[src/rtl/core/x86d_pkg.sv]
// x86d_pkg: shared types and constants of the 8086 instruction decoder
// no dependencies
`timescale 1ns / 1ps

package x86d_pkg;

	typedef enum logic [1:0] {
		PH_OPCODE = 2'd0,
		PH_MODRM  = 2'd1,
		PH_TAIL   = 2'd2
	} phase_t;

	typedef enum logic [3:0] {
		F_NONE  = 4'd0,
		F_MR    = 4'd1,
		F_RM    = 4'd2,
		F_ALU   = 4'd3,
		F_ALUSX = 4'd4,
		F_GRP3  = 4'd5,
		F_SEG   = 4'd6,
		F_POP   = 4'd7,
		F_SHIFT = 4'd8,
		F_GRP4  = 4'd9,
		F_GRP5  = 4'd10,
		F_MOVI  = 4'd11
	} fmt_t;

	// operand codes
	localparam logic [4:0] S_NONE = 5'd0;
	localparam logic [4:0] S_IMM  = 5'd1;
	localparam logic [4:0] S_DIR  = 5'd2;
	localparam logic [4:0] S_AL   = 5'd3;
	localparam logic [4:0] S_AX   = 5'd4;
	localparam logic [4:0] S_DX   = 5'd6;
	localparam logic [4:0] S_AH   = 5'd12;
	localparam logic [4:0] S_CL   = 5'd13;
	localparam logic [4:0] S_ES   = 5'd19;

	// operation codes
	localparam logic [6:0] O_NONE = 7'd0;
	localparam logic [6:0] O_ADD = 7'd1;
	localparam logic [6:0] O_PUSH = 7'd2;
	localparam logic [6:0] O_POP = 7'd3;
	localparam logic [6:0] O_OR = 7'd4;
	localparam logic [6:0] O_ADC = 7'd5;
	localparam logic [6:0] O_SBB = 7'd6;
	localparam logic [6:0] O_AND = 7'd7;
	localparam logic [6:0] O_DAA = 7'd8;
	localparam logic [6:0] O_SUB = 7'd9;
	localparam logic [6:0] O_DAS = 7'd10;
	localparam logic [6:0] O_XOR = 7'd11;
	localparam logic [6:0] O_AAA = 7'd12;
	localparam logic [6:0] O_CMP = 7'd13;
	localparam logic [6:0] O_AAS = 7'd14;
	localparam logic [6:0] O_INC = 7'd15;
	localparam logic [6:0] O_DEC = 7'd16;
	localparam logic [6:0] O_JO = 7'd17;
	localparam logic [6:0] O_TEST = 7'd33;
	localparam logic [6:0] O_XCHG = 7'd34;
	localparam logic [6:0] O_MOV = 7'd35;
	localparam logic [6:0] O_LEA = 7'd36;
	localparam logic [6:0] O_NOP = 7'd37;
	localparam logic [6:0] O_CBW = 7'd38;
	localparam logic [6:0] O_CWD = 7'd39;
	localparam logic [6:0] O_CALLF = 7'd40;
	localparam logic [6:0] O_WAIT = 7'd41;
	localparam logic [6:0] O_PUSHF = 7'd42;
	localparam logic [6:0] O_POPF = 7'd43;
	localparam logic [6:0] O_SAHF = 7'd44;
	localparam logic [6:0] O_LAHF = 7'd45;
	localparam logic [6:0] O_MOVS = 7'd46;
	localparam logic [6:0] O_CMPS = 7'd47;
	localparam logic [6:0] O_STOS = 7'd48;
	localparam logic [6:0] O_LODS = 7'd49;
	localparam logic [6:0] O_SCAS = 7'd50;
	localparam logic [6:0] O_RETN = 7'd51;
	localparam logic [6:0] O_LES = 7'd52;
	localparam logic [6:0] O_LDS = 7'd53;
	localparam logic [6:0] O_RETF = 7'd54;
	localparam logic [6:0] O_INT3 = 7'd55;
	localparam logic [6:0] O_INT = 7'd56;
	localparam logic [6:0] O_INTO = 7'd57;
	localparam logic [6:0] O_IRET = 7'd58;
	localparam logic [6:0] O_AAM = 7'd59;
	localparam logic [6:0] O_AAD = 7'd60;
	localparam logic [6:0] O_XLAT = 7'd61;
	localparam logic [6:0] O_ESC = 7'd62;
	localparam logic [6:0] O_LOOPNE = 7'd63;
	localparam logic [6:0] O_IN = 7'd67;
	localparam logic [6:0] O_OUT = 7'd68;
	localparam logic [6:0] O_CALLD = 7'd69;
	localparam logic [6:0] O_JMPN = 7'd70;
	localparam logic [6:0] O_JMPF = 7'd71;
	localparam logic [6:0] O_HLT = 7'd72;
	localparam logic [6:0] O_CMC = 7'd73;
	localparam logic [6:0] O_CLC = 7'd74;
	localparam logic [6:0] O_NOT = 7'd80;
	localparam logic [6:0] O_ROL = 7'd86;
	localparam logic [6:0] O_ROR = 7'd87;
	localparam logic [6:0] O_RCL = 7'd88;
	localparam logic [6:0] O_RCR = 7'd89;
	localparam logic [6:0] O_SAL = 7'd90;
	localparam logic [6:0] O_SHR = 7'd91;
	localparam logic [6:0] O_SAR = 7'd92;
	localparam logic [6:0] O_CALLN = 7'd93;

	localparam int unsigned TAIL_MAX = 6;

	function automatic logic [4:0] reg8(input logic [2:0] r);
		logic [4:0] t;
		unique case (r)
			3'd0: t = 5'd3;
			3'd1: t = 5'd13;
			3'd2: t = 5'd14;
			3'd3: t = 5'd15;
			3'd4: t = 5'd12;
			3'd5: t = 5'd16;
			3'd6: t = 5'd17;
			default: t = 5'd18;
		endcase
		return t;
	endfunction

	function automatic logic [4:0] reg16(input logic [2:0] r);
		return 5'd4 + {2'd0, r};
	endfunction

	function automatic logic [4:0] reg_of(input logic [2:0] sz, input logic [2:0] r);
		logic [4:0] t;
		if (sz == 3'd1) t = reg8(r);
		else if (sz == 3'd2) t = reg16(r);
		else t = S_NONE;
		return t;
	endfunction

	function automatic logic [6:0] alu_op(input logic [2:0] r);
		logic [6:0] t;
		unique case (r)
			3'd0: t = O_ADD;
			3'd1: t = O_OR;
			3'd2: t = O_ADC;
			3'd3: t = O_SBB;
			3'd4: t = O_AND;
			3'd5: t = O_SUB;
			3'd6: t = O_XOR;
			default: t = O_CMP;
		endcase
		return t;
	endfunction

	function automatic logic [4:0] ind_mode(input logic [2:0] r);
		logic [4:0] t;
		unique case (r)
			3'd6: t = 5'd30;
			3'd7: t = 5'd29;
			default: t = 5'd23 + {2'd0, r};
		endcase
		return t;
	endfunction

	function automatic logic [6:0] shift_op(input logic [2:0] r);
		logic [6:0] t;
		unique case (r)
			3'd0: t = O_ROL;
			3'd1: t = O_ROR;
			3'd2: t = O_RCL;
			3'd3: t = O_RCR;
			3'd4: t = O_SAL;
			3'd5: t = O_SHR;
			3'd6: t = O_NONE;
			default: t = O_SAR;
		endcase
		return t;
	endfunction

	function automatic logic [6:0] grp5_op(input logic [2:0] r);
		logic [6:0] t;
		unique case (r)
			3'd0: t = O_INC;
			3'd1: t = O_DEC;
			3'd2: t = O_CALLN;
			3'd3: t = O_CALLF;
			3'd4: t = O_JMPN;
			3'd5: t = O_JMPF;
			3'd6: t = O_PUSH;
			default: t = O_NONE;
		endcase
		return t;
	endfunction

endpackage

[src/rtl/core/x86_16bit_instruction_decoder.sv]
// x86_16bit_instruction_decoder: 8086 byte-serial instruction decoder
// depends on x86d_pkg
//
//  channel | signals                               | beat
//  in      | in_valid, in_ready, code_byte         | one instruction byte
//  out     | out_valid, out_ready, status .. operand_value | one decoded record
//
// one byte per cycle: each beat is decoded by table logic into the parse state
// in the same cycle it is accepted; a record is written to the output register
// on the byte that ends an instruction (or shows it invalid)
// the output register holds a record until taken; a new byte is accepted while
// the register is empty or being emptied in that cycle
// arst_n clears parse state and the output valid flag
`timescale 1ns / 1ps

module x86_16bit_instruction_decoder (
	input  logic        clk,
	input  logic        arst_n,
	input  logic        in_valid,
	output logic        in_ready,
	input  logic [7:0]  code_byte,
	output logic        out_valid,
	input  logic        out_ready,
	output logic        status,
	output logic [7:0]  length,
	output logic [6:0]  operation,
	output logic [4:0]  src_operand,
	output logic [4:0]  dst_operand,
	output logic        lock_flag,
	output logic [2:0]  segment_override,
	output logic [1:0]  repeat_mode,
	output logic [2:0]  op_size,
	output logic signed [15:0] displacement,
	output logic [31:0] operand_value
);

	// parse state
	x86d_pkg::phase_t phase_q;
	x86d_pkg::fmt_t   fmt_q;
	logic [7:0]  opc_q;
	logic [6:0]  op_q;
	logic [4:0]  src_q, dst_q;
	logic [2:0]  size_q;
	logic        lock_q;
	logic [2:0]  seg_q;
	logic [1:0]  rep_q;
	logic [1:0]  dbytes_q;
	logic [2:0]  ibytes_q;
	logic [2:0]  seen_q;
	logic [47:0] tail_q;
	logic [7:0]  count_q;

	// next-state values
	x86d_pkg::phase_t phase_d;
	x86d_pkg::fmt_t   fmt_d;
	logic [7:0]  opc_d;
	logic [6:0]  op_d;
	logic [4:0]  src_d, dst_d;
	logic [2:0]  size_d;
	logic        lock_d;
	logic [2:0]  seg_d;
	logic [1:0]  rep_d;
	logic [1:0]  dbytes_d;
	logic [2:0]  ibytes_d;
	logic [2:0]  seen_d;
	logic [47:0] tail_d;
	logic [7:0]  count_d;
	logic        done_c, bad_c;

	logic        accept;
	assign in_ready = !out_valid || out_ready;
	assign accept   = in_valid && in_ready;

	// opcode / modrm / tail decode
	always_comb begin
		logic [7:0] b;
		logic [2:0] lo, reg_f, rm;
		logic [1:0] md;
		logic [4:0] mem;
		logic [3:0] need;
		b = code_byte;
		lo = b[2:0];
		md = b[7:6];
		reg_f = b[5:3];
		rm = b[2:0];
		mem = x86d_pkg::S_NONE;
		need = 4'd0;
		phase_d = phase_q; fmt_d = fmt_q; opc_d = opc_q; op_d = op_q;
		src_d = src_q; dst_d = dst_q; size_d = size_q; lock_d = lock_q;
		seg_d = seg_q; rep_d = rep_q; dbytes_d = dbytes_q; ibytes_d = ibytes_q;
		seen_d = seen_q; tail_d = tail_q;
		count_d = (count_q == 8'hff) ? count_q : count_q + 8'd1;
		done_c = 1'b0; bad_c = 1'b0;
		unique case (phase_q)
			x86d_pkg::PH_OPCODE: begin
				opc_d = b;
				if (b < 8'h40 && lo < 3'd4) begin
					op_d = x86d_pkg::alu_op(b[5:3]);
					fmt_d = lo[1] ? x86d_pkg::F_RM : x86d_pkg::F_MR;
					size_d = lo[0] ? 3'd2 : 3'd1;
					phase_d = x86d_pkg::PH_MODRM;
				end else if (b < 8'h40 && lo < 3'd6) begin
					op_d = x86d_pkg::alu_op(b[5:3]);
					src_d = x86d_pkg::S_IMM;
					dst_d = lo[0] ? x86d_pkg::S_AX : x86d_pkg::S_AL;
					size_d = lo[0] ? 3'd2 : 3'd1;
					ibytes_d = lo[0] ? 3'd2 : 3'd1;
					dbytes_d = 2'd0;
					phase_d = x86d_pkg::PH_TAIL;
				end else if (b < 8'h40) begin
					priority case (b)
						8'h06, 8'h0e, 8'h16, 8'h1e: begin
							op_d = x86d_pkg::O_PUSH; src_d = x86d_pkg::S_ES + {3'd0, b[4:3]};
							dst_d = x86d_pkg::S_NONE; size_d = 3'd2; done_c = 1'b1;
						end
						8'h07, 8'h17, 8'h1f: begin
							op_d = x86d_pkg::O_POP; src_d = x86d_pkg::S_ES + {3'd0, b[4:3]};
							dst_d = x86d_pkg::S_NONE; size_d = 3'd2; done_c = 1'b1;
						end
						8'h26, 8'h2e, 8'h36, 8'h3e: seg_d = 3'd1 + {1'b0, b[4:3]};
						8'h27: begin
							op_d = x86d_pkg::O_DAA; src_d = x86d_pkg::S_AL;
							dst_d = x86d_pkg::S_AL; size_d = 3'd1; done_c = 1'b1;
						end
						8'h2f: begin
							op_d = x86d_pkg::O_DAS; src_d = x86d_pkg::S_AL;
							dst_d = x86d_pkg::S_AL; size_d = 3'd1; done_c = 1'b1;
						end
						8'h37: begin
							op_d = x86d_pkg::O_AAA; src_d = x86d_pkg::S_AL;
							dst_d = x86d_pkg::S_AX; size_d = 3'd1; done_c = 1'b1;
						end
						8'h3f: begin
							op_d = x86d_pkg::O_AAS; src_d = x86d_pkg::S_AL;
							dst_d = x86d_pkg::S_AX; size_d = 3'd1; done_c = 1'b1;
						end
						default: bad_c = 1'b1;
					endcase
				end else if (b < 8'h60) begin
					unique case (b[4:3])
						2'd0: op_d = x86d_pkg::O_INC;
						2'd1: op_d = x86d_pkg::O_DEC;
						2'd2: op_d = x86d_pkg::O_PUSH;
						default: op_d = x86d_pkg::O_POP;
					endcase
					src_d = x86d_pkg::reg16(lo); dst_d = x86d_pkg::reg16(lo);
					size_d = 3'd2; done_c = 1'b1;
				end else if (b < 8'h70) begin
					bad_c = 1'b1;
				end else if (b < 8'h80) begin
					op_d = x86d_pkg::O_JO + {3'd0, b[3:0]};
					src_d = x86d_pkg::S_NONE; dst_d = x86d_pkg::S_NONE; size_d = 3'd0;
					ibytes_d = 3'd0; dbytes_d = 2'd1; phase_d = x86d_pkg::PH_TAIL;
				end else if (b >= 8'h91 && b <= 8'h97) begin
					op_d = x86d_pkg::O_XCHG; src_d = x86d_pkg::S_AX;
					dst_d = x86d_pkg::reg16(lo); size_d = 3'd2; done_c = 1'b1;
				end else if (b >= 8'hb0 && b <= 8'hbf) begin
					op_d = x86d_pkg::O_MOV; src_d = x86d_pkg::S_IMM;
					dst_d = b[3] ? x86d_pkg::reg16(lo) : x86d_pkg::reg8(lo);
					size_d = b[3] ? 3'd2 : 3'd1; ibytes_d = b[3] ? 3'd2 : 3'd1;
					dbytes_d = 2'd0; phase_d = x86d_pkg::PH_TAIL;
				end else if (b >= 8'hd8 && b <= 8'hdf) begin
					op_d = x86d_pkg::O_ESC; fmt_d = x86d_pkg::F_MR; size_d = 3'd0;
					phase_d = x86d_pkg::PH_MODRM;
				end else if (b >= 8'he0 && b <= 8'he3) begin
					op_d = x86d_pkg::O_LOOPNE + {5'd0, b[1:0]};
					src_d = x86d_pkg::S_NONE; dst_d = x86d_pkg::S_NONE; size_d = 3'd0;
					ibytes_d = 3'd0; dbytes_d = 2'd1; phase_d = x86d_pkg::PH_TAIL;
				end else begin
					// remaining single opcodes: defaults set up a one-byte record
					src_d = x86d_pkg::S_NONE; dst_d = x86d_pkg::S_NONE;
					dbytes_d = 2'd0; ibytes_d = 3'd0;
					priority case (b)
						8'h80, 8'h81, 8'h82, 8'h83, 8'h84, 8'h85, 8'h86, 8'h87,
						8'h88, 8'h89, 8'h8a, 8'h8b, 8'h8d, 8'h8e, 8'h8f,
						8'hc4, 8'hc5, 8'hc6, 8'hc7, 8'hd0, 8'hd1, 8'hd2, 8'hd3,
						8'hf6, 8'hf7, 8'hfe, 8'hff: begin
							// modrm forms keep source/destination for later
							src_d = src_q; dst_d = dst_q;
							dbytes_d = dbytes_q; ibytes_d = ibytes_q;
							phase_d = x86d_pkg::PH_MODRM;
							size_d = b[0] ? 3'd2 : 3'd1;
							op_d = x86d_pkg::O_NONE;
							unique case (b)
								8'h80, 8'h81: fmt_d = x86d_pkg::F_ALU;
								8'h82, 8'h83: fmt_d = x86d_pkg::F_ALUSX;
								8'h84, 8'h85: begin
									op_d = x86d_pkg::O_TEST; fmt_d = x86d_pkg::F_MR;
								end
								8'h86, 8'h87: begin
									op_d = x86d_pkg::O_XCHG; fmt_d = x86d_pkg::F_RM;
								end
								8'h88, 8'h89: begin
									op_d = x86d_pkg::O_MOV; fmt_d = x86d_pkg::F_MR;
								end
								8'h8a, 8'h8b: begin
									op_d = x86d_pkg::O_MOV; fmt_d = x86d_pkg::F_RM;
								end
								8'h8d: begin
									op_d = x86d_pkg::O_LEA; fmt_d = x86d_pkg::F_RM;
									size_d = 3'd2;
								end
								8'h8e: begin
									op_d = x86d_pkg::O_MOV; fmt_d = x86d_pkg::F_SEG;
									size_d = 3'd2;
								end
								8'h8f: begin
									op_d = x86d_pkg::O_POP; fmt_d = x86d_pkg::F_POP;
									size_d = 3'd2;
								end
								8'hc4: begin
									op_d = x86d_pkg::O_LES; fmt_d = x86d_pkg::F_RM;
									size_d = 3'd2;
								end
								8'hc5: begin
									op_d = x86d_pkg::O_LDS; fmt_d = x86d_pkg::F_RM;
									size_d = 3'd2;
								end
								8'hc6, 8'hc7: begin
									op_d = x86d_pkg::O_MOV; fmt_d = x86d_pkg::F_MOVI;
								end
								8'hd0, 8'hd1: begin
									src_d = x86d_pkg::S_IMM; fmt_d = x86d_pkg::F_SHIFT;
								end
								8'hd2, 8'hd3: begin
									src_d = x86d_pkg::S_CL; fmt_d = x86d_pkg::F_SHIFT;
								end
								8'hf6, 8'hf7: fmt_d = x86d_pkg::F_GRP3;
								8'hfe: fmt_d = x86d_pkg::F_GRP4;
								default: begin
									fmt_d = x86d_pkg::F_GRP5; size_d = 3'd2;
								end
							endcase
						end
						8'h90: begin op_d = x86d_pkg::O_NOP; size_d = 3'd0; done_c = 1'b1; end
						8'h98: begin
							op_d = x86d_pkg::O_CBW; src_d = x86d_pkg::S_AL;
							dst_d = x86d_pkg::S_AH; size_d = 3'd1; done_c = 1'b1;
						end
						8'h99: begin
							op_d = x86d_pkg::O_CWD; src_d = x86d_pkg::S_AX;
							dst_d = x86d_pkg::S_DX; size_d = 3'd2; done_c = 1'b1;
						end
						8'h9a, 8'hea: begin
							op_d = b[7:4] == 4'h9 ? x86d_pkg::O_CALLF : x86d_pkg::O_JMPF;
							size_d = 3'd0; ibytes_d = 3'd4; phase_d = x86d_pkg::PH_TAIL;
						end
						8'h9b: begin op_d = x86d_pkg::O_WAIT; size_d = 3'd0; done_c = 1'b1; end
						8'h9c: begin op_d = x86d_pkg::O_PUSHF; size_d = 3'd2; done_c = 1'b1; end
						8'h9d: begin op_d = x86d_pkg::O_POPF; size_d = 3'd2; done_c = 1'b1; end
						8'h9e: begin op_d = x86d_pkg::O_SAHF; size_d = 3'd1; done_c = 1'b1; end
						8'h9f: begin op_d = x86d_pkg::O_LAHF; size_d = 3'd1; done_c = 1'b1; end
						8'ha0, 8'ha1, 8'ha2, 8'ha3: begin
							op_d = x86d_pkg::O_MOV;
							if (b[1]) begin
								src_d = b[0] ? x86d_pkg::S_AX : x86d_pkg::S_AL;
								dst_d = x86d_pkg::S_DIR;
							end else begin
								src_d = x86d_pkg::S_DIR;
								dst_d = b[0] ? x86d_pkg::S_AX : x86d_pkg::S_AL;
							end
							size_d = b[0] ? 3'd2 : 3'd1; ibytes_d = b[0] ? 3'd2 : 3'd1;
							phase_d = x86d_pkg::PH_TAIL;
						end
						8'ha4, 8'ha5, 8'ha6, 8'ha7, 8'haa, 8'hab, 8'hac, 8'had,
						8'hae, 8'haf: begin
							unique case (b[3:1])
								3'b010: op_d = x86d_pkg::O_MOVS;
								3'b011: op_d = x86d_pkg::O_CMPS;
								3'b101: op_d = x86d_pkg::O_STOS;
								3'b110: op_d = x86d_pkg::O_LODS;
								default: op_d = x86d_pkg::O_SCAS;
							endcase
							size_d = b[0] ? 3'd2 : 3'd1; done_c = 1'b1;
						end
						8'ha8, 8'ha9: begin
							op_d = x86d_pkg::O_TEST; src_d = x86d_pkg::S_IMM;
							dst_d = b[0] ? x86d_pkg::S_AX : x86d_pkg::S_AL;
							size_d = b[0] ? 3'd2 : 3'd1; ibytes_d = b[0] ? 3'd2 : 3'd1;
							phase_d = x86d_pkg::PH_TAIL;
						end
						8'hc2, 8'hca, 8'he8, 8'he9: begin
							unique case (b)
								8'hc2: op_d = x86d_pkg::O_RETN;
								8'hca: op_d = x86d_pkg::O_RETF;
								8'he8: op_d = x86d_pkg::O_CALLD;
								default: op_d = x86d_pkg::O_JMPN;
							endcase
							src_d = x86d_pkg::S_IMM; size_d = 3'd2; ibytes_d = 3'd2;
							phase_d = x86d_pkg::PH_TAIL;
						end
						8'hc3: begin op_d = x86d_pkg::O_RETN; size_d = 3'd2; done_c = 1'b1; end
						8'hcb: begin op_d = x86d_pkg::O_RETF; size_d = 3'd4; done_c = 1'b1; end
						8'hcc: begin op_d = x86d_pkg::O_INT3; size_d = 3'd0; done_c = 1'b1; end
						8'hcd: begin
							op_d = x86d_pkg::O_INT; src_d = x86d_pkg::S_IMM; size_d = 3'd1;
							ibytes_d = 3'd1; phase_d = x86d_pkg::PH_TAIL;
						end
						8'hce: begin op_d = x86d_pkg::O_INTO; size_d = 3'd0; done_c = 1'b1; end
						8'hcf: begin op_d = x86d_pkg::O_IRET; size_d = 3'd0; done_c = 1'b1; end
						8'hd4, 8'hd5: begin
							op_d = b[0] ? x86d_pkg::O_AAD : x86d_pkg::O_AAM;
							src_d = x86d_pkg::S_IMM; dst_d = x86d_pkg::S_AX; size_d = 3'd1;
							ibytes_d = 3'd1; phase_d = x86d_pkg::PH_TAIL;
						end
						8'hd7: begin op_d = x86d_pkg::O_XLAT; size_d = 3'd1; done_c = 1'b1; end
						8'he4, 8'he5, 8'he6, 8'he7: begin
							op_d = b[1] ? x86d_pkg::O_OUT : x86d_pkg::O_IN;
							if (b[1]) begin
								src_d = b[0] ? x86d_pkg::S_AX : x86d_pkg::S_AL;
								dst_d = x86d_pkg::S_DIR;
							end else begin
								src_d = x86d_pkg::S_DIR;
								dst_d = b[0] ? x86d_pkg::S_AX : x86d_pkg::S_AL;
							end
							size_d = b[0] ? 3'd2 : 3'd1; ibytes_d = 3'd1;
							phase_d = x86d_pkg::PH_TAIL;
						end
						8'heb: begin
							op_d = x86d_pkg::O_JMPN; size_d = 3'd0; dbytes_d = 2'd1;
							phase_d = x86d_pkg::PH_TAIL;
						end
						8'hec, 8'hed, 8'hee, 8'hef: begin
							op_d = b[1] ? x86d_pkg::O_OUT : x86d_pkg::O_IN;
							if (b[1]) begin
								src_d = b[0] ? x86d_pkg::S_AX : x86d_pkg::S_AL;
								dst_d = x86d_pkg::S_DX;
							end else begin
								src_d = x86d_pkg::S_DX;
								dst_d = b[0] ? x86d_pkg::S_AX : x86d_pkg::S_AL;
							end
							size_d = b[0] ? 3'd2 : 3'd1; done_c = 1'b1;
						end
						// prefixes leave the pending record untouched
						8'hf0: begin
							lock_d = 1'b1; src_d = src_q; dst_d = dst_q;
							dbytes_d = dbytes_q; ibytes_d = ibytes_q;
						end
						8'hf2, 8'hf3: begin
							rep_d = b[0] ? 2'd2 : 2'd1; src_d = src_q; dst_d = dst_q;
							dbytes_d = dbytes_q; ibytes_d = ibytes_q;
						end
						8'hf4: begin op_d = x86d_pkg::O_HLT; size_d = 3'd1; done_c = 1'b1; end
						8'hf5: begin op_d = x86d_pkg::O_CMC; size_d = 3'd1; done_c = 1'b1; end
						8'hf8, 8'hf9, 8'hfa, 8'hfb, 8'hfc, 8'hfd: begin
							op_d = x86d_pkg::O_CLC + {4'd0, b[2:0]};
							size_d = 3'd1; done_c = 1'b1;
						end
						default: bad_c = 1'b1;
					endcase
				end
			end
			x86d_pkg::PH_MODRM: begin
				dbytes_d = 2'd0;
				ibytes_d = 3'd0;
				if (md == 2'd3) begin
					mem = x86d_pkg::reg_of(size_q, rm);
					if (op_q == x86d_pkg::O_LES || op_q == x86d_pkg::O_LDS) bad_c = 1'b1;
				end else if (md == 2'd0 && rm == 3'd6) begin
					mem = x86d_pkg::S_DIR; dbytes_d = 2'd2;
				end else begin
					mem = x86d_pkg::ind_mode(rm); dbytes_d = md;
				end
				unique case (fmt_q)
					x86d_pkg::F_MR: begin
						src_d = x86d_pkg::reg_of(size_q, reg_f); dst_d = mem;
					end
					x86d_pkg::F_RM: begin
						src_d = mem; dst_d = x86d_pkg::reg_of(size_q, reg_f);
					end
					x86d_pkg::F_ALU: begin
						op_d = x86d_pkg::alu_op(reg_f); src_d = x86d_pkg::S_IMM;
						dst_d = mem; ibytes_d = size_q;
					end
					x86d_pkg::F_ALUSX: begin
						if (reg_f == 3'd1 || reg_f == 3'd4 || reg_f == 3'd6) bad_c = 1'b1;
						op_d = x86d_pkg::alu_op(reg_f); src_d = x86d_pkg::S_IMM;
						dst_d = mem; ibytes_d = 3'd1;
					end
					x86d_pkg::F_GRP3: begin
						if (reg_f == 3'd1) bad_c = 1'b1;
						dst_d = mem;
						if (reg_f == 3'd0) begin
							op_d = x86d_pkg::O_TEST; src_d = x86d_pkg::S_IMM; ibytes_d = size_q;
						end else begin
							op_d = x86d_pkg::O_NOT + {4'd0, reg_f} - 7'd2; src_d = mem;
						end
					end
					x86d_pkg::F_SEG: begin
						if (reg_f[2]) bad_c = 1'b1;
						src_d = mem; dst_d = x86d_pkg::S_ES + {2'd0, reg_f};
					end
					x86d_pkg::F_POP: begin
						if (reg_f != 3'd0) bad_c = 1'b1;
						src_d = mem; dst_d = mem;
					end
					x86d_pkg::F_SHIFT: begin
						if (x86d_pkg::shift_op(reg_f) == x86d_pkg::O_NONE) bad_c = 1'b1;
						op_d = x86d_pkg::shift_op(reg_f); dst_d = mem;
					end
					x86d_pkg::F_GRP4: begin
						if (reg_f > 3'd1) bad_c = 1'b1;
						op_d = x86d_pkg::O_INC + {4'd0, reg_f}; src_d = mem; dst_d = mem;
					end
					x86d_pkg::F_GRP5: begin
						if (x86d_pkg::grp5_op(reg_f) == x86d_pkg::O_NONE) bad_c = 1'b1;
						op_d = x86d_pkg::grp5_op(reg_f); src_d = mem; dst_d = mem;
					end
					x86d_pkg::F_MOVI: begin
						src_d = x86d_pkg::S_IMM; dst_d = mem; ibytes_d = size_q;
					end
					default: bad_c = 1'b1;
				endcase
				if (!bad_c) begin
					if (dbytes_d == 2'd0 && ibytes_d == 3'd0) done_c = 1'b1;
					else phase_d = x86d_pkg::PH_TAIL;
				end
			end
			default: begin
				// tail bytes: displacement then immediate, little-endian
				need = {2'd0, dbytes_q} + {1'b0, ibytes_q};
				if (seen_q < 3'(x86d_pkg::TAIL_MAX)) begin
					tail_d = tail_q | (48'(b) << {seen_q, 3'd0});
					seen_d = seen_q + 3'd1;
				end
				if ({1'b0, seen_d} >= need || seen_d >= 3'(x86d_pkg::TAIL_MAX)) done_c = 1'b1;
			end
		endcase
	end

	// record assembly from next-state values
	logic [15:0] disp_c;
	logic [31:0] opnd_c;
	logic [47:0] rest_c;
	always_comb begin
		disp_c = 16'd0;
		opnd_c = 32'd0;
		rest_c = tail_d;
		if (dbytes_d == 2'd1) begin
			disp_c = {{8{tail_d[7]}}, tail_d[7:0]};
			rest_c = tail_d >> 8;
		end else if (dbytes_d >= 2'd2) begin
			disp_c = tail_d[15:0];
			rest_c = tail_d >> 16;
		end
		if (ibytes_d == 3'd1) begin
			opnd_c = {24'd0, rest_c[7:0]};
			if (size_d == 3'd2 && op_d != x86d_pkg::O_IN && op_d != x86d_pkg::O_OUT
				&& rest_c[7])
				opnd_c[15:8] = 8'hff;
		end else if (ibytes_d == 3'd2) begin
			opnd_c = {16'd0, rest_c[15:0]};
		end else if (ibytes_d >= 3'd4) begin
			opnd_c = rest_c[31:0];
		end else if (opc_d == 8'hd0 || opc_d == 8'hd1) begin
			opnd_c = 32'd1;
		end
	end

	logic emit;
	assign emit = accept && (done_c || bad_c);

	always_ff @(posedge clk or negedge arst_n) begin
		if (!arst_n) begin
			phase_q <= x86d_pkg::PH_OPCODE;
			fmt_q <= x86d_pkg::F_NONE;
			opc_q <= 8'd0; op_q <= 7'd0; src_q <= 5'd0; dst_q <= 5'd0; size_q <= 3'd0;
			lock_q <= 1'b0; seg_q <= 3'd0; rep_q <= 2'd0; dbytes_q <= 2'd0;
			ibytes_q <= 3'd0; seen_q <= 3'd0; tail_q <= 48'd0; count_q <= 8'd0;
		end else if (accept) begin
			if (emit) begin
				// back to a clean parse after every record
				phase_q <= x86d_pkg::PH_OPCODE;
				fmt_q <= x86d_pkg::F_NONE;
				opc_q <= 8'd0; op_q <= 7'd0; src_q <= 5'd0; dst_q <= 5'd0;
				size_q <= 3'd0; lock_q <= 1'b0; seg_q <= 3'd0; rep_q <= 2'd0;
				dbytes_q <= 2'd0; ibytes_q <= 3'd0; seen_q <= 3'd0;
				tail_q <= 48'd0; count_q <= 8'd0;
			end else begin
				phase_q <= phase_d; fmt_q <= fmt_d; opc_q <= opc_d; op_q <= op_d;
				src_q <= src_d; dst_q <= dst_d; size_q <= size_d; lock_q <= lock_d;
				seg_q <= seg_d; rep_q <= rep_d; dbytes_q <= dbytes_d;
				ibytes_q <= ibytes_d; seen_q <= seen_d; tail_q <= tail_d;
				count_q <= count_d;
			end
		end
	end

	// output register
	always_ff @(posedge clk or negedge arst_n) begin
		if (!arst_n) begin
			out_valid <= 1'b0;
		end else if (emit) begin
			out_valid <= 1'b1;
		end else if (out_ready) begin
			out_valid <= 1'b0;
		end
	end

	always_ff @(posedge clk) begin
		if (emit) begin
			status <= bad_c;
			length <= count_d;
			if (bad_c) begin
				// invalid record carries only status and length
				operation <= 7'd0; src_operand <= 5'd0; dst_operand <= 5'd0;
				lock_flag <= 1'b0; segment_override <= 3'd0; repeat_mode <= 2'd0;
				op_size <= 3'd0; displacement <= 16'sd0; operand_value <= 32'd0;
			end else begin
				operation <= op_d; src_operand <= src_d; dst_operand <= dst_d;
				lock_flag <= lock_d; segment_override <= seg_d; repeat_mode <= rep_d;
				op_size <= size_d; displacement <= disp_c; operand_value <= opnd_c;
			end
		end
	end

endmodule

[config.mk]
export PLATFORM = sky130hd
export DESIGN_NAME = x86_16bit_instruction_decoder
export DESIGN_NICKNAME = d
export VERILOG_FILES = /design/src/rtl/core/x86d_pkg.sv /design/src/rtl/core/x86_16bit_instruction_decoder.sv
export SDC_FILE = /design/constraint.sdc
export NUM_CORES = 1
export LEC_CHECK = 0
export ABC_AREA = 1
export BUFFER_PORTS_ARGS = -buffer_cell sky130_fd_sc_hd__buf_2
export CAP_MARGIN = 15
export CORE_MARGIN = 5
export CORE_UTILIZATION = 45
export CTS_BUF_LIST = sky130_fd_sc_hd__clkbuf_16
export DETAILED_ROUTE_END_ITERATION = 8
export SYNTH_ARGS = -nofsm -noshare
export SYNTH_HDL_FRONTEND = slang
export SYNTH_SLANG_ARGS = --single-unit
[constraint.sdc]
create_clock -name clk -period 4.4 [get_ports clk]
set_input_delay 1.1 -clock clk [delete_from_list [all_inputs] [get_ports clk]]
set_output_delay 1.1 -clock clk [all_outputs]
set_load 0.02 [all_outputs]
== Yosys cells after proc, flatten, opt, wreduce, memory -nomap -nowiden ==
Cells that the tools add are included.

* Latch bits: 0
* Memories kept: 0
* Output and inout bits: 85
* Register bits after elaboration: 188
* Bits in read-only memories: 0
* Memory bits (writable): 0
* Word-level logic and storage cells: 571
* Bits of input ports: 12

* Bitwise logic cells: 1
* Eq/ne operators: 163
* Multiply operators: 0
* Order comparisons: 20
* Divide/modulo/power cells: 0
* $add $sub $neg: 15
* Reduce and logical (&&, ||, !) cells: 92
* Shifts and indexed selects: 1
* Mux-type cells: 251

{| class="wikitable"
|+ Operator list
! kind !! number
|-
| $eq A8 B8 Y1 const B || 89
|-
| $pmux W7 S27 || 1
|-
| $mux W48 || 3
|-
| $mux W5 || 28
|-
| $pmux W5 S7 || 4
|-
| $mux W3 || 42
|-
| $mux W7 || 17
|-
| $pmux W7 S7 || 2
|-
| $mux W32 || 3
|-
| $mux W2 || 45
|-
| $reduce_or A86 Y1 || 1
|-
| $eq A8 B6 Y1 const B || 8
|-
| $mux W16 || 4
|-
| $mux W4 || 15
|-
| $mux W1 || 53
|-
| $pmux W5 S2 || 5
|-
| $or A48 B48 Y48 || 1
|-
| $shl A8 B6 Y48 || 1
|-
| $pmux W5 S3 || 3
|-
| $pmux W6 S7 || 1
|-
| $pmux W7 S6 || 1
|-
| $mux W8 || 5
|-
| $pmux W4 S10 || 1
|-
| $pmux W5 S4 || 2
|-
| other kinds (81) || 208
|}

== Depth between registers and ports, before layout ==
* Depth after elaboration: 21
* Mapped depth: 32
* Gate-level depth less buffers: 29

== Worst setup path after synthesis ==
Ideal clock, no wire load.

* Path type: input -> register
* From: in code_byte[0]
* To: reg displacement[0], enable pin
* Slack: -0.526 ns
* Path buffers: 5
* Data required time: 4.016 ns
* Library setup time: 0.384 ns
* Arrival: 4.541 ns
* Stages: 25
* Cells stage by stage: clkbuf_1 -> inv_1 -> clkbuf_1 -> ha_1 -> buf_2 -> inv_1 -> nand2_1 -> nand2_1 -> inv_1 -> nand2_2 -> inv_2 -> nor2_1 -> nand2_1 -> nor4_1 -> nand2_1 -> nor4_1 -> nand3_1 -> o21ai_1 -> nand2_1 -> and2_0 -> buf_2 -> nand2_2 -> nand2_2 -> inv_1 -> buf_4

* Word-level cells in the longest chain between the ends: 16
* Elaborated cells on any way between the ends: 162
* Those cells by class: order compare (14); eq/ne (102); mux (31); reduce/logical (15)

{| class="wikitable"
|+ Ends and longest elaborated chain
! element !! line !! RTL
|-
| start: declaration || x86_16bit_instruction_decoder.sv:21 || <nowiki>input logic [7:0] code_byte,</nowiki>
|-
| $eq A8 B8 Y1 || x86_16bit_instruction_decoder.sv:173 || <nowiki>priority case (b)</nowiki>
|-
| $reduce_or A86 Y1 (no line) / $reduce_or A36 Y1 (equally long branches) || -- ||
|-
| $mux W1 || x86_16bit_instruction_decoder.sv:173 ||
|-
| $mux W1 || x86_16bit_instruction_decoder.sv:165 || <nowiki>end else if (b >= 8'he0 && b <= 8'he3) begin</nowiki>
|-
| $mux W1 || x86_16bit_instruction_decoder.sv:162 || <nowiki>end else if (b >= 8'hd8 && b <= 8'hdf) begin</nowiki>
|-
| $mux W1 || x86_16bit_instruction_decoder.sv:157 || <nowiki>end else if (b >= 8'hb0 && b <= 8'hbf) begin</nowiki>
|-
| $mux W1 || x86_16bit_instruction_decoder.sv:154 || <nowiki>end else if (b >= 8'h91 && b <= 8'h97) begin</nowiki>
|-
| $mux W1 || x86_16bit_instruction_decoder.sv:150 || <nowiki>end else if (b < 8'h80) begin</nowiki>
|-
| $mux W1 || x86_16bit_instruction_decoder.sv:148 || <nowiki>end else if (b < 8'h70) begin</nowiki>
|-
| $mux W1 || x86_16bit_instruction_decoder.sv:139 || <nowiki>end else if (b < 8'h60) begin</nowiki>
|-
| $mux W1 || x86_16bit_instruction_decoder.sv:110 || <nowiki>end else if (b < 8'h40) begin</nowiki>
|-
| $mux W1 || x86_16bit_instruction_decoder.sv:102 || <nowiki>end else if (b < 8'h40 && lo < 3'd6) begin</nowiki>
|-
| $mux W1 || x86_16bit_instruction_decoder.sv:97 || <nowiki>if (b < 8'h40 && lo < 3'd4) begin</nowiki>
|-
| $pmux W1 S2 || x86_16bit_instruction_decoder.sv:94 || <nowiki>unique case (phase_q)</nowiki>
|-
| $logic_or A1 B1 Y1 (*) || x86_16bit_instruction_decoder.sv:461 || <nowiki>assign emit = accept && (done_c || bad_c);</nowiki>
|-
| $logic_and A1 B1 Y1 (*) || x86_16bit_instruction_decoder.sv:461 ||
|-
| named net emit || x86_16bit_instruction_decoder.sv:460 || <nowiki>logic emit;</nowiki>
|-
| end signal: assignment || x86_16bit_instruction_decoder.sv:512 || <nowiki>op_size <= size_d; displacement <= disp_c; operand_value <= opnd_c;</nowiki>
|-
| end: declaration || x86_16bit_instruction_decoder.sv:33 || <nowiki>output logic signed [15:0] displacement,</nowiki>
|}

The timed path passes the listed nets; every way through them passes the cells marked *. The select of a mux whose other input is x is not followed.
A chain may end at the register's enable or synchronous reset.

== Worst setup path in the final report ==
* From: in code_byte[1]
* To: reg operand_value[10] (data pin)

* Word-level cells in the longest chain between the ends: 21
* Elaborated cells on any way between the ends: 244
* Those cells by class: add/sub (3); order compare (16); eq/ne (112); mux (77); reduce/logical (36)

{| class="wikitable"
|+ Ends and longest elaborated chain
! element !! line !! RTL
|-
| $eq A8 B8 Y1 || x86_16bit_instruction_decoder.sv:173, x86_16bit_instruction_decoder.sv:184 ||
|-
| $reduce_or A7 Y1 (no line), or another cell as far along || -- ||
|-
| $pmux W6 S7 / $mux W2 (equally long branches) || x86_16bit_instruction_decoder.sv:184 || <nowiki>unique case (b)</nowiki>
|-
| $pmux W7 S27 / $pmux W3 S6 (equally long branches) || x86_16bit_instruction_decoder.sv:173 ||
|-
| $mux W7 / $mux W3 (equally long branches) || x86_16bit_instruction_decoder.sv:165 ||
|-
| $mux W7 / $mux W3 (equally long branches) || x86_16bit_instruction_decoder.sv:162 ||
|-
| $mux W7 / $mux W3 (equally long branches) || x86_16bit_instruction_decoder.sv:157 ||
|-
| $mux W7 / $mux W3 (equally long branches) || x86_16bit_instruction_decoder.sv:154 ||
|-
| [4 not listed] || -- ||
|-
| $mux W7 / $mux W3 (equally long branches) || x86_16bit_instruction_decoder.sv:102 ||
|-
| $mux W7 / $mux W3 (equally long branches) || x86_16bit_instruction_decoder.sv:97 ||
|-
| $pmux W7 S2 / $mux W3 (equally long branches) || x86_16bit_instruction_decoder.sv:94 ||
|-
| $ne A7 B7 Y1 / $eq A3 B2 Y1 (equally long branches) || x86_16bit_instruction_decoder.sv:448 || <nowiki>if (size_d == 3'd2 && op_d != x86d_pkg::O_IN && op_d != x86d_pkg::O_OUT</nowiki>
|-
| $logic_and A1 B1 Y1 (2 in a row) || x86_16bit_instruction_decoder.sv:448 ||
|-
| $logic_and A1 B1 Y1 || x86_16bit_instruction_decoder.sv:449 || <nowiki>&& rest_c[7])</nowiki>
|-
| $mux W8 || x86_16bit_instruction_decoder.sv:448 ||
|-
| $mux W16 || x86_16bit_instruction_decoder.sv:446 || <nowiki>if (ibytes_d == 3'd1) begin</nowiki>
|-
| end signal: assignment || x86_16bit_instruction_decoder.sv:512 ||
|-
| end: declaration || x86_16bit_instruction_decoder.sv:34 || <nowiki>output logic [31:0] operand_value</nowiki>
|}

Several ways; a longest one is shown, not always the timed one. The select of a mux whose other input is x is not followed.

==> results.json <==
{
  "crit_fanout": 8,
  "period_minus_slack_ns": 4.23,
  "worst_slack_ns": 0.170,
  "r2r_end": "operand_value[10]",
  "grt_max_degree": 51,
  "dp.cells": 2811,
  "multi_input_area_mm2": 0.00784,
  "ys_seq_area_share_pct": 35.7,
  "hold-worst-slack_ns": 0.494,
  "vias": 16700,
  "grt_pass1_wl_mm": 97.6,
  "synth_top_area_share_pct": 18.2,
  "ir_drop_uv": 422,
  "dr_wl_met3_mm": 6.89,
  "area_growth_pct": 27.7,
  "clock_latency_ns": 0.46,
  "final.setup.tns_ns": 0,
  "cts_setup_buffers": 0,
  "async_reset_ff_share_pct": 55.6,
  "yosysTopAreaCell": "dfrtp_1",
  "row_count": 65,
  "drt-met1-wl_mm": 27.2,
  "synth-seq-cells": 187,
  "rr_worst_depth": 19,
  "cp.required_ns": 4.60,
  "cp_slowest_stage_delay_ns": 0.33,
  "synthTopCellsByCount": "nand2_1 (492), nor2_1 (282), inv_1 (217)",
  "highest_layer": "met4",
  "path_buf_inv": 4,
  "die_area_mm2": 0.0354,
  "wl_met2_mm": 26.9,
  "root_buffer": "clkbuf_16",
  "outcome": "finished, final reports clean",
  "synthCells": 2057,
  "avgSynthCellArea_um2": 6.93,
  "seq_area_mm2": 0.00509,
  "slew_headroom_pct": 40.7,
  "ys_warn_count": 0,
  "preCtsSetupSlack_ns": -0.394,
  "drtAntennaViolNets": 0,
  "synth-edff-count": 83,
  "cts.sinks": 187,
  "cp.arrival_ns": 4.43,
  "gp_congestion": 1.07,
  "cts_tree": "built",
  "p_leak_nw": 8.72,
  "syn-cell-area_mm2": 0.0143,
  "critPathLaunchType": "input port",
  "cp_slowest_cell": "nor2_1",
  "io_pins": 97,
  "syn-num-nets": 2104,
  "worst_pin_slew_ns": 0.890,
  "crit_end": "operand_value[10]",
  "track_usage_pct": 35.7,
  "startpoint": "code_byte[1]",
  "powerDensity_mw_per_mm2": 558,
  "path_delay_family": "simple AND/OR/NAND/NOR gates",
  "ys.flop_type": "dfrtp_1",
  "grt_pass1_vias": 15900,
  "grt_antenna_before_repair": 1,
  "path_depth": 25,
  "drive_gt1_share_pct": 23.7,
  "cp_common_cell": "nand2_1",
  "die_h_um": 188,
  "crit_path_end_kind": "flop",
  "finalNetCount": 2475,
  "holdCritPathClass": "reg2reg",
  "design_power_total_mw": 10.2,
  "maxCapViolCount": 0,
  "drt-total-wl_mm": 64.0,
  "synth.most_common_cell": "nand2_1",
  "cts_max_level": 4,
  "die_x_um": 188,
  "r2r_setup_slack_ns": 0.59,
  "first_iter_violations": 2174,
  "ys_top_cells_by_area": "dfrtp_1 (18%), edfxtp_1 (17%), nand2_1 (13%)",
  "numPortBuffers": 96,
  "synthDistinctLibCells": 59,
  "slew_viol_final": 0,
  "post_drt_wl_per_cell_um": 22.5,
  "max_freq_mhz": 236,
  "vias_per_cell": 5.89,
  "initial_core_util_pct": 45.4,
  "finalCritPeriodShare_pct": 96.1,
  "setup_viol": 0,
  "clock_path_buffers": 2,
  "rsz0062_at_grt": "no",
  "diodes": 0,
  "cts.clk_slew.worst_paths_ns": 0.07,
  "core_mm2": 0.0314,
  "first_pass_iters": 7,
  "path_class": "in2reg",
  "drc_errors": 0,
  "stdcell_count": 2843,
  "overflow": 0,
  "r2r_start": "fmt_q[2]",
  "dp_hpwl_mm": 51.0,
  "skew_ns": 0.0150,
  "numCtsBuffers": 17,
  "fillers": 3051,
  "finalHoldViolations": 0
}
state kept, by name (all words and copies together), names as in the netlist, 2 cells and up:
name              count
count_q               8
dbytes_q              2
displacement         16
dst_operand           5
dst_q                 5
fmt_q                 4
ibytes_q              3
length                8
op_q                  7
op_size               3
opc_q                 7
operand_value        32
operation             7
phase_q               2
rep_q                 2
repeat_mode           2
seen_q                3
seg_q                 3
segment_override      3
size_q                3
src_operand           5
src_q                 5
tail_q               48
cell usage in the layout (no fill, tap or decap), types with 12 or more instances in the layout:
cell type / instances
edfxtp_1: 83
a31oi_1: 32
buf_2: 95
nand3_2: 12
a221oi_1: 12
a21oi_1: 125
o21ai_0: 156
inv_2: 26
nand2_1: 492
nor2_1: 280
o221ai_1: 17
o21ai_1: 50
nor3_1: 29
ha_1: 34
buf_4: 321
buf_12: 15
nand2_2: 13
nor2_2: 21
o211ai_1: 21
inv_1: 214
clkbuf_16: 17
dfrtp_1: 104
nand4_1: 18
nand3_1: 71
o22ai_1: 47
what timing repair did:
action / CTS / global route
setup endpoints to repair: 0 / 108
hold buffers: 0 / 0
gates resized for setup: 0 / 7
worst min path at each step:
| stage | from | depth (start not counted) | end | slack (ns) |
|---|---|---|---|---|
| after floorplan | opc_q[1] | 2 | opc_q[1] | 0.45 |
| after detailed placement | opc_q[1] | 2 | opc_q[1] | 0.48 |
| after global placement | opc_q[1] | 2 | opc_q[1] | 0.47 |
| final | opc_q[1] | 2 | opc_q[1] | 0.49 |
| after global routing | tail_q[14] | 2 | tail_q[14] | 0.52 |
| after CTS | opc_q[1] | 2 | opc_q[1] | 0.50 |
worst reg2reg max path, cell delays in order, from the launching register on:
cell and delay (ns):
dfrtp_1 0.39, inv_1 0.09, nor2_1 0.24, inv_1 0.15, nor2_1 0.44, inv_1 0.07
o21ai_0 0.28, nor3_1 0.23, inv_1 0.22, o21ai_0 0.12, a211oi_1 0.18, nand3_1 0.12
a22oi_1 0.24, nand2_1 0.12, nor2_1 0.09, nand2_1 0.06, nand2_1 0.08, nand2_1 0.15
nand2_4 0.18, a21oi_2 0.08
per-layer routing:
layer	GRT usage [%]	vias to the layer above
met5	0	-
met4	14.2	0
met3	7.65	170
met2	52.7	1020
met1	51.0	7837
li1	-	7707
power by group:
part | internal (mW) | switching, mW
logic | 1.87 | 3.78
clock network | 0.880 | 0.780
registers | 2.52 | 0.340
total | 5.27 | 4.90
cell families after synthesis:
| logic type | share of synthesized area, % |
|---|---|
| adders and majority gates | 3.12 |
| buffers and inverters | 9.50 |
| DFF | 35.7 |
| xor gates and xnor gates | 0.307 |
| and+or+nand+nor | 29.7 |
| AOI/OAI and AO/OA | 21.7 |
stage by stage:
stage / instance area [um^2] / utilization (%)
floorplan: 14300 / -
global placement: 17500 / 55.9
detailed placement: 17500 / 55.9
CTS: 18200 / 57.9
global route: 18200 / 58.0
finish: 18200 / 58.0
final cells by class:
class	count	share of cell area (%)
clock buffers	17	2.34
clock inverters	15	1.23
inverters	248	5.18
multi-input cells	1543	43.0
flip-flops and latches	187	28.0
well taps	402	2.76
repair buffers	431	17.5
(Power assumes the default switching activity.)
